==> src/rtl/vbe_pkg.sv <==
// Package with the opcodes, controller states and control structs of the varint encoder.
`timescale 1ns / 1ps

package vbe_pkg;

   // Input opcodes.
   localparam logic [2:0] OP_UVAR  = 3'd0;
   localparam logic [2:0] OP_SVAR  = 3'd1;
   localparam logic [2:0] OP_BIT   = 3'd2;
   localparam logic [2:0] OP_BYTE  = 3'd3;
   localparam logic [2:0] OP_FLUSH = 3'd4;

   // Group sizes of the varint code.
   localparam int GROUP_BITS       = 7;
   localparam int FIRST_SIGNED_BITS = 6;
   localparam logic [3:0] FULL_BYTE_BITS = 4'd8;

   // Controller states.
   typedef enum logic [0:0] {
      ST_IDLE,
      ST_RUN
   } ctl_state_type;

   // Commands from the controller to the datapath.
   typedef struct packed {
      logic load;
      logic step;
   } vbe_cmd_type;

   // Status from the datapath to the controller.
   typedef struct packed {
      logic out_free;
      logic step_done;
   } vbe_sts_type;

endpackage

==> src/rtl/varint_bitstream_encoder.sv <==
// Top level of the varint bit-stream encoder: controller plus datapath.
`timescale 1ns / 1ps

// The encoder appends varints, single bits and raw bytes to a byte stream,
// least significant bit first, and sends each completed byte with its valid
// bit count and a last flag on the final byte of the item. An item is accepted
// in the idle state and then takes one step per cycle while the output register
// is free: a varint takes one step per 7-bit group (up to ten), every other
// opcode one step. The single output register moves one byte per cycle while
// the receiver is ready. A new item is accepted in the idle state that follows
// the previous item's last step, even while its final byte still waits in the
// output register.
module varint_bitstream_encoder
   import vbe_pkg::*;
(
   input  logic        clock,
   input  logic        reset,
   input  logic        req_valid,
   output logic        req_ready,
   input  logic [2:0]  req_opcode,
   input  logic [63:0] req_value,
   output logic        rsp_valid,
   input  logic        rsp_ready,
   output logic [7:0]  rsp_out_byte,
   output logic [3:0]  rsp_valid_bits,
   output logic        rsp_last
);

   vbe_cmd_type cmd;
   vbe_sts_type sts;

   vbe_ctrl u_ctrl (
      .clock     (clock),
      .reset     (reset),
      .req_valid (req_valid),
      .req_ready (req_ready),
      .sts       (sts),
      .cmd       (cmd)
   );

   vbe_datapath u_datapath (
      .clock          (clock),
      .reset          (reset),
      .cmd            (cmd),
      .sts            (sts),
      .req_opcode     (req_opcode),
      .req_value      (req_value),
      .rsp_valid      (rsp_valid),
      .rsp_ready      (rsp_ready),
      .rsp_out_byte   (rsp_out_byte),
      .rsp_valid_bits (rsp_valid_bits),
      .rsp_last       (rsp_last)
   );

endmodule

==> src/rtl/vbe_ctrl.sv <==
// Controller state machine that sequences one input item through the datapath.
`timescale 1ns / 1ps

module vbe_ctrl
   import vbe_pkg::*;
(
   input  logic        clock,
   input  logic        reset,
   input  logic        req_valid,
   output logic        req_ready,
   input  vbe_sts_type sts,
   output vbe_cmd_type cmd
);

   ctl_state_type state_ff;
   ctl_state_type state_in;

   // State register.
   always_ff @(posedge clock) begin
      if (reset) begin
         state_ff <= ST_IDLE;
      end else begin
         state_ff <= state_in;
      end
   end

   // Next state: an item is loaded in idle, then stepped until its final step.
   always_comb begin
      state_in = state_ff;
      unique case (state_ff)
         ST_IDLE: begin
            if (req_valid) begin
               state_in = ST_RUN;
            end
         end
         ST_RUN: begin
            if (sts.out_free && sts.step_done) begin
               state_in = ST_IDLE;
            end
         end
         default: begin
            state_in = ST_IDLE;
         end
      endcase
   end

   // Outputs: ready and load in idle; in run a step runs whenever the output register can take a byte.
   always_comb begin
      req_ready = 1'b0;
      cmd       = '0;
      unique case (state_ff)
         ST_IDLE: begin
            req_ready = 1'b1;
            cmd.load  = req_valid;
         end
         ST_RUN: begin
            cmd.step = sts.out_free;
         end
         default: begin
            req_ready = 1'b0;
         end
      endcase
   end

endmodule

==> src/rtl/vbe_datapath.sv <==
// Datapath with the operand register, the partial byte and the output register.
`timescale 1ns / 1ps

module vbe_datapath
   import vbe_pkg::*;
(
   input  logic        clock,
   input  logic        reset,
   input  vbe_cmd_type cmd,
   output vbe_sts_type sts,
   input  logic [2:0]  req_opcode,
   input  logic [63:0] req_value,
   output logic        rsp_valid,
   input  logic        rsp_ready,
   output logic [7:0]  rsp_out_byte,
   output logic [3:0]  rsp_valid_bits,
   output logic        rsp_last
);

   logic [2:0]  op_ff;
   logic [63:0] val_ff,     val_in;
   logic        sign_ff;
   logic        first_ff;
   logic [7:0]  partial_ff, partial_in;
   logic [2:0]  fill_ff,    fill_in;
   logic        rsp_valid_ff;
   logic [7:0]  rsp_byte_ff;
   logic [3:0]  rsp_bits_ff;
   logic        rsp_last_ff;

   logic        emit;
   logic        done;
   logic [7:0]  emit_byte;
   logic [3:0]  emit_bits;
   logic [7:0]  chunk;
   logic        cont;
   logic [15:0] merged;
   logic [7:0]  bit_merged;
   logic        out_free;

   assign out_free      = !rsp_valid_ff || rsp_ready;
   assign sts.out_free  = out_free;
   assign sts.step_done = done;

   // Eight-bit chunk merged at the current fill offset.
   assign merged     = ({8'd0, chunk} << fill_ff) | {8'd0, partial_ff};
   assign bit_merged = partial_ff | ({7'd0, val_ff[0]} << fill_ff);

   // One step of the current item: at most one byte leaves per step.
   always_comb begin
      val_in     = val_ff;
      partial_in = partial_ff;
      fill_in    = fill_ff;
      emit       = 1'b0;
      done       = 1'b1;
      emit_byte  = merged[7:0];
      emit_bits  = FULL_BYTE_BITS;
      chunk      = val_ff[7:0];
      cont       = 1'b0;
      case (op_ff)
         OP_UVAR, OP_SVAR: begin
            if (op_ff == OP_SVAR && first_ff) begin
               // Sign bit, six magnitude bits and the continuation bit.
               val_in = val_ff >> FIRST_SIGNED_BITS;
               cont   = |val_in;
               chunk  = {cont, val_ff[FIRST_SIGNED_BITS-1:0], sign_ff};
            end else begin
               val_in = val_ff >> GROUP_BITS;
               cont   = |val_in;
               chunk  = {cont, val_ff[GROUP_BITS-1:0]};
            end
            emit       = 1'b1;
            done       = !cont;
            emit_byte  = merged[7:0];
            partial_in = merged[15:8];
         end
         OP_BYTE: begin
            chunk      = val_ff[7:0];
            emit       = 1'b1;
            emit_byte  = merged[7:0];
            partial_in = merged[15:8];
         end
         OP_BIT: begin
            emit_byte = bit_merged;
            if (fill_ff == 3'd7) begin
               emit       = 1'b1;
               partial_in = 8'd0;
               fill_in    = 3'd0;
            end else begin
               partial_in = bit_merged;
               fill_in    = fill_ff + 3'd1;
            end
         end
         OP_FLUSH: begin
            emit       = (fill_ff != 3'd0);
            emit_byte  = partial_ff;
            emit_bits  = {1'b0, fill_ff};
            partial_in = 8'd0;
            fill_in    = 3'd0;
         end
         default: begin
            emit = 1'b0;
         end
      endcase
   end

   // Operand registers, loaded on a transfer and shifted on each step.
   always_ff @(posedge clock) begin
      if (cmd.load) begin
         op_ff    <= req_opcode;
         first_ff <= 1'b1;
         if (req_opcode == OP_SVAR && req_value[63]) begin
            val_ff  <= (~req_value) + 64'd1;
            sign_ff <= 1'b0;
         end else begin
            val_ff  <= req_value;
            sign_ff <= 1'b1;
         end
      end else if (cmd.step) begin
         val_ff   <= val_in;
         first_ff <= 1'b0;
      end
   end

   // Partial byte and its bit count.
   always_ff @(posedge clock) begin
      if (reset) begin
         partial_ff <= 8'd0;
         fill_ff    <= 3'd0;
      end else if (cmd.step) begin
         partial_ff <= partial_in;
         fill_ff    <= fill_in;
      end
   end

   // Output register; a new byte is only written when the old one is gone.
   always_ff @(posedge clock) begin
      if (reset) begin
         rsp_valid_ff <= 1'b0;
      end else if (cmd.step && emit) begin
         rsp_valid_ff <= 1'b1;
      end else if (rsp_ready) begin
         rsp_valid_ff <= 1'b0;
      end
   end

   always_ff @(posedge clock) begin
      if (cmd.step && emit) begin
         rsp_byte_ff <= emit_byte;
         rsp_bits_ff <= emit_bits;
         rsp_last_ff <= done;
      end
   end

   assign rsp_valid      = rsp_valid_ff;
   assign rsp_out_byte   = rsp_byte_ff;
   assign rsp_valid_bits = rsp_bits_ff;
   assign rsp_last       = rsp_last_ff;

endmodule

==> config.mk <==
export PLATFORM = sky130hd
export DESIGN_NAME = varint_bitstream_encoder
export DESIGN_NICKNAME = d
export VERILOG_FILES = /design/src/rtl/vbe_pkg.sv /design/src/rtl/varint_bitstream_encoder.sv /design/src/rtl/vbe_ctrl.sv /design/src/rtl/vbe_datapath.sv
export SDC_FILE = /design/constraint.sdc
export NUM_CORES = 1
export LEC_CHECK = 0
export BUFFER_PORTS_ARGS = -buffer_cell sky130_fd_sc_hd__buf_2
export CAP_MARGIN = 20
export CORE_AREA = 2 2 125 127
export DETAILED_ROUTE_END_ITERATION = 12
export DIE_AREA = 0 0 127 129
export MAX_ROUTING_LAYER = met4
export PLACE_DENSITY = 0.76
export SYNTH_ARGS = -nofsm -noshare
export SYNTH_HDL_FRONTEND = slang
export SYNTH_SLANG_ARGS = --single-unit
==> constraint.sdc <==
create_clock -name clock -period 3.2 [get_ports clock]
set_input_delay 0.16 -clock clock [delete_from_list [all_inputs] [get_ports clock]]
set_output_delay 0.16 -clock clock [all_outputs]
set_load 0.01 [all_outputs]
==> flow_summary_export.csv <==
group,metric,value,unit
critical_path,worstSetupPathType,"reg2reg",
cts,cts_sinks,95,
critical_path,cp_max_fo,11,
global_routing,gr-total-overflow,0,
critical_path,critPathLaunchType,"flip-flop",
cts,clock_latency,350,ps
final_layout,layout_common_cells,"85 x buf_2, 81 x edfxtp_1, 68 x a21oi_1",
cts,root_buffer,"clkbuf_16",
sta,period_minus_slack,2560,ps
critical_path,critPathLaunch,"u_datapath.op_ff[0]$_DFFE_PP_",
critical_path,regToRegStartpoint,"u_datapath.op_ff[0]$_DFFE_PP_",
logic_synthesis,postSynthAreaPerCell,9.31,sq um
critical_path,cp.required,3300,ps
cts,cts_buffer_depth,2,
cts,cts_tree,"yes",
global_routing,grt_pass1_vias,5218,
sta,worst_pin_slew,838,ps
routing,ant_nets,0,
sta,finalMaxSlewViolations,0,
cts,cts.clk_slew.worst_paths,70,ps
place,io_buffers,85,
critical_path,reg2regPathDepth,7,
logic_synthesis,yosysTopAreaCellShare,36.7,%
routing,dr_total_vias,5820,
logic_synthesis,ys_types,67,
sta,slew-limit-headroom,44.2,%
power_and_ir_drop,ir_drop,0.000293,V
final_layout,finish.utilization,50.2,%
logic_synthesis,synth_edf_count,81,
final_layout,final_nets,849,
logic_synthesis,synthCells,711,
floorplanning,ioPinCount,86,
critical_path,timing.rr.end,"u_datapath.rsp_out_byte[6]$_DFFE_PP_",
min_path,min_path_type,"in2reg",
sta,hold_viol_final,0,
logic_synthesis,yosysWarnings,0,
run_status,outcome,"finished, final reports clean",
floorplanning,die_w,127,um
global_routing,grt.total_usage,21.3,%
routing,drt-pass1-iter-count,6,
floorplanning,die_y,129,um
global_routing,antenna_found_initial,0,
routing,via_per_inst,6.02,
critical_path,crit_end,"u_datapath.rsp_out_byte[6]$_DFFE_PP_",
floorplanning,rows,45,
floorplanning,dieArea,16400,sq um
place,gp_congestion,0.966,
cts,cts_setup_buffers,0,
sta,fmax,390,MHz
floorplanning,core,15000,sq um
final_layout,antenna_cells,0,
routing,drtIter0Drc,546,
final_layout,layout_commonest_cell,"buf_2",
cts,h-tree-depth,3,
sta,rsz0062_at_grt,"no",
sta,fin_skew,8.48,ps
sta,tns,0,ps
sta,setup_viol,0,
final_layout,fillerInstances,1442,
sta,hold_slack,37.7,ps
cts,numCtsBuffers,9,
floorplanning,start_util,44.2,%
routing,drc,0,
critical_path,cp.arrival,2660,ps
final_layout,area_delta_synth_final,13.6,%
power_and_ir_drop,leakagePower,0.00262,uW
place,post-dp-hpwl,12.0,mm
logic_synthesis,netlist_area,6620,sq um
logic_synthesis,synth_fp_nets,786,
logic_synthesis,synth_flop_cell,"edfxtp_1",
logic_synthesis,synthTopCellsByArea,"edfxtp_1 37%, xnor2_1 6.0%, mux2i_1 5.4%",
logic_synthesis,yosysSeqAreaShare,41.0,%
logic_synthesis,async_flop_share,0,%
logic_synthesis,yosysTopAreaCell,"edfxtp_1",
critical_path,worstSetupEndpointType,"flip-flop",
routing,routedWlPerCell,17.3,um
flow_run,drv_cap,0,
global_routing,grt_pass1_wl,27.0,mm
sta,period_share,80.1,%
power_and_ir_drop,power_density,427,nW/um^2
logic_synthesis,synth-seq-cells,95,
critical_path,reg2reg_setup_slack,640,ps
final_layout,drive_gt1_share,17.6,%
global_routing,grt_max_degree,98,
routing,routed_wl,16.8,mm
## synthesized netlist by cell type, drive strengths merged, types with 3 or more instances
cell type and number:
a31oi 13, mux2i 36, nor2b 45, ha 4, inv 18, nor3 21
or3b 3, dfxtp 14, clkbuf 34, a21oi 68, o41ai 5, nand2b 7
nor4b 3, nand2 41, a21o 3, o31ai 7, nand4 8, nand3 10
xnor2 45, o21ai 37, buf 13, a41oi 12, nor4 22, xor2 16
edfxtp 81, or3 6, a22oi 4, a211oi 43, nor2 52, and2 6
or4 8
## critical path, stage by stage (launching register included)
cell and delay [ps]:
edfxtp_1 550, nor4bb_4 370, buf_4 240, mux2i_1 270, mux2i_1 160, mux2_2 300
or3_1 300, o31a_1 120
## cell families after synthesis
logic type      after synthesis  share of synthesized area (%)
fa+ha+maj                     4                          0.756
simple gates                240                           19.9
xor+xnor                     61                           8.07
compound gates              209                           20.7
mux                          37                           5.61
buf+inv                      65                           3.99
flops                        95                           41.0
## worst min path at each step
stage	start	end	depth (start not counted)	slack [ps]
floorplan	reset	u_datapath.partial_ff[6]$_SDFFE_PP0P_	1	230
global placement	req_opcode[0]	u_datapath.op_ff[0]$_DFFE_PP_	1	360
detailed placement	req_opcode[0]	u_datapath.op_ff[0]$_DFFE_PP_	1	360
CTS	req_opcode[2]	u_datapath.op_ff[2]$_DFFE_PP_	1	30
global route	req_opcode[1]	u_datapath.op_ff[1]$_DFFE_PP_	1	30
finish	req_opcode[2]	u_datapath.op_ff[2]$_DFFE_PP_	1	40
## flip-flops by register name (all words and copies together), names as in the netlist
name                       cells
u_datapath.val_ff             64
u_datapath.first_ff            1
u_datapath.rsp_out_byte        8
u_datapath.partial_ff          8
u_datapath.rsp_valid_bits      4
u_datapath.rsp_valid           1
u_datapath.rsp_last            1
u_datapath.op_ff               3
u_datapath.sign_ff             1
u_datapath.fill_ff             3
u_ctrl.state_ff                1
## power by group
part	switching [uW]	internal (uW)	leakage, uW
clock	475	568	0.000142
sequential	91.7	1500	0.000883
combinational	337	238	0.00159
total	904	2300	0.00262
## per-stage QoR
stage	total power, uW	instance area (sq um)	setup slack [ps]	cells
after floorplan	1970	6620	94.2	711
after global placement	2170	7230	439	950
after detailed placement	2180	7230	395	950
after CTS	3210	7520	625	967
after global routing	3350	7520	486	967
final	3210	7520	637	967
## routing by layer
layer	GRT usage [%]	vias to the layer above	wire, um
met5	-	-	0
li1	-	2821	-
met1	28.4	2807	7500
met2	34.2	182	8200
met4	5.24	0	159
met3	3.41	10	897
## cell type report
class                           instances  area [sq um]  area share (%)
Multi-Input combinational cell        551          3670            48.9
Sequential cell                        95          2710            36.1
Timing Repair Buffer                   99           546            7.26
Clock buffer                           11           253            3.36
Tap cell                              188           235            3.13
Inverter                               18          68.8           0.915
Clock inverter                          5          30.0           0.399
## timing repair
| item | CTS | global route |
|---|---|---|
| hold buffers | 1 | 0 |
| hold endpoints to repair | 1 | 0 |
| resized for setup | 0 | 0 |
Note: power is estimated with default switching activity, not from simulation.
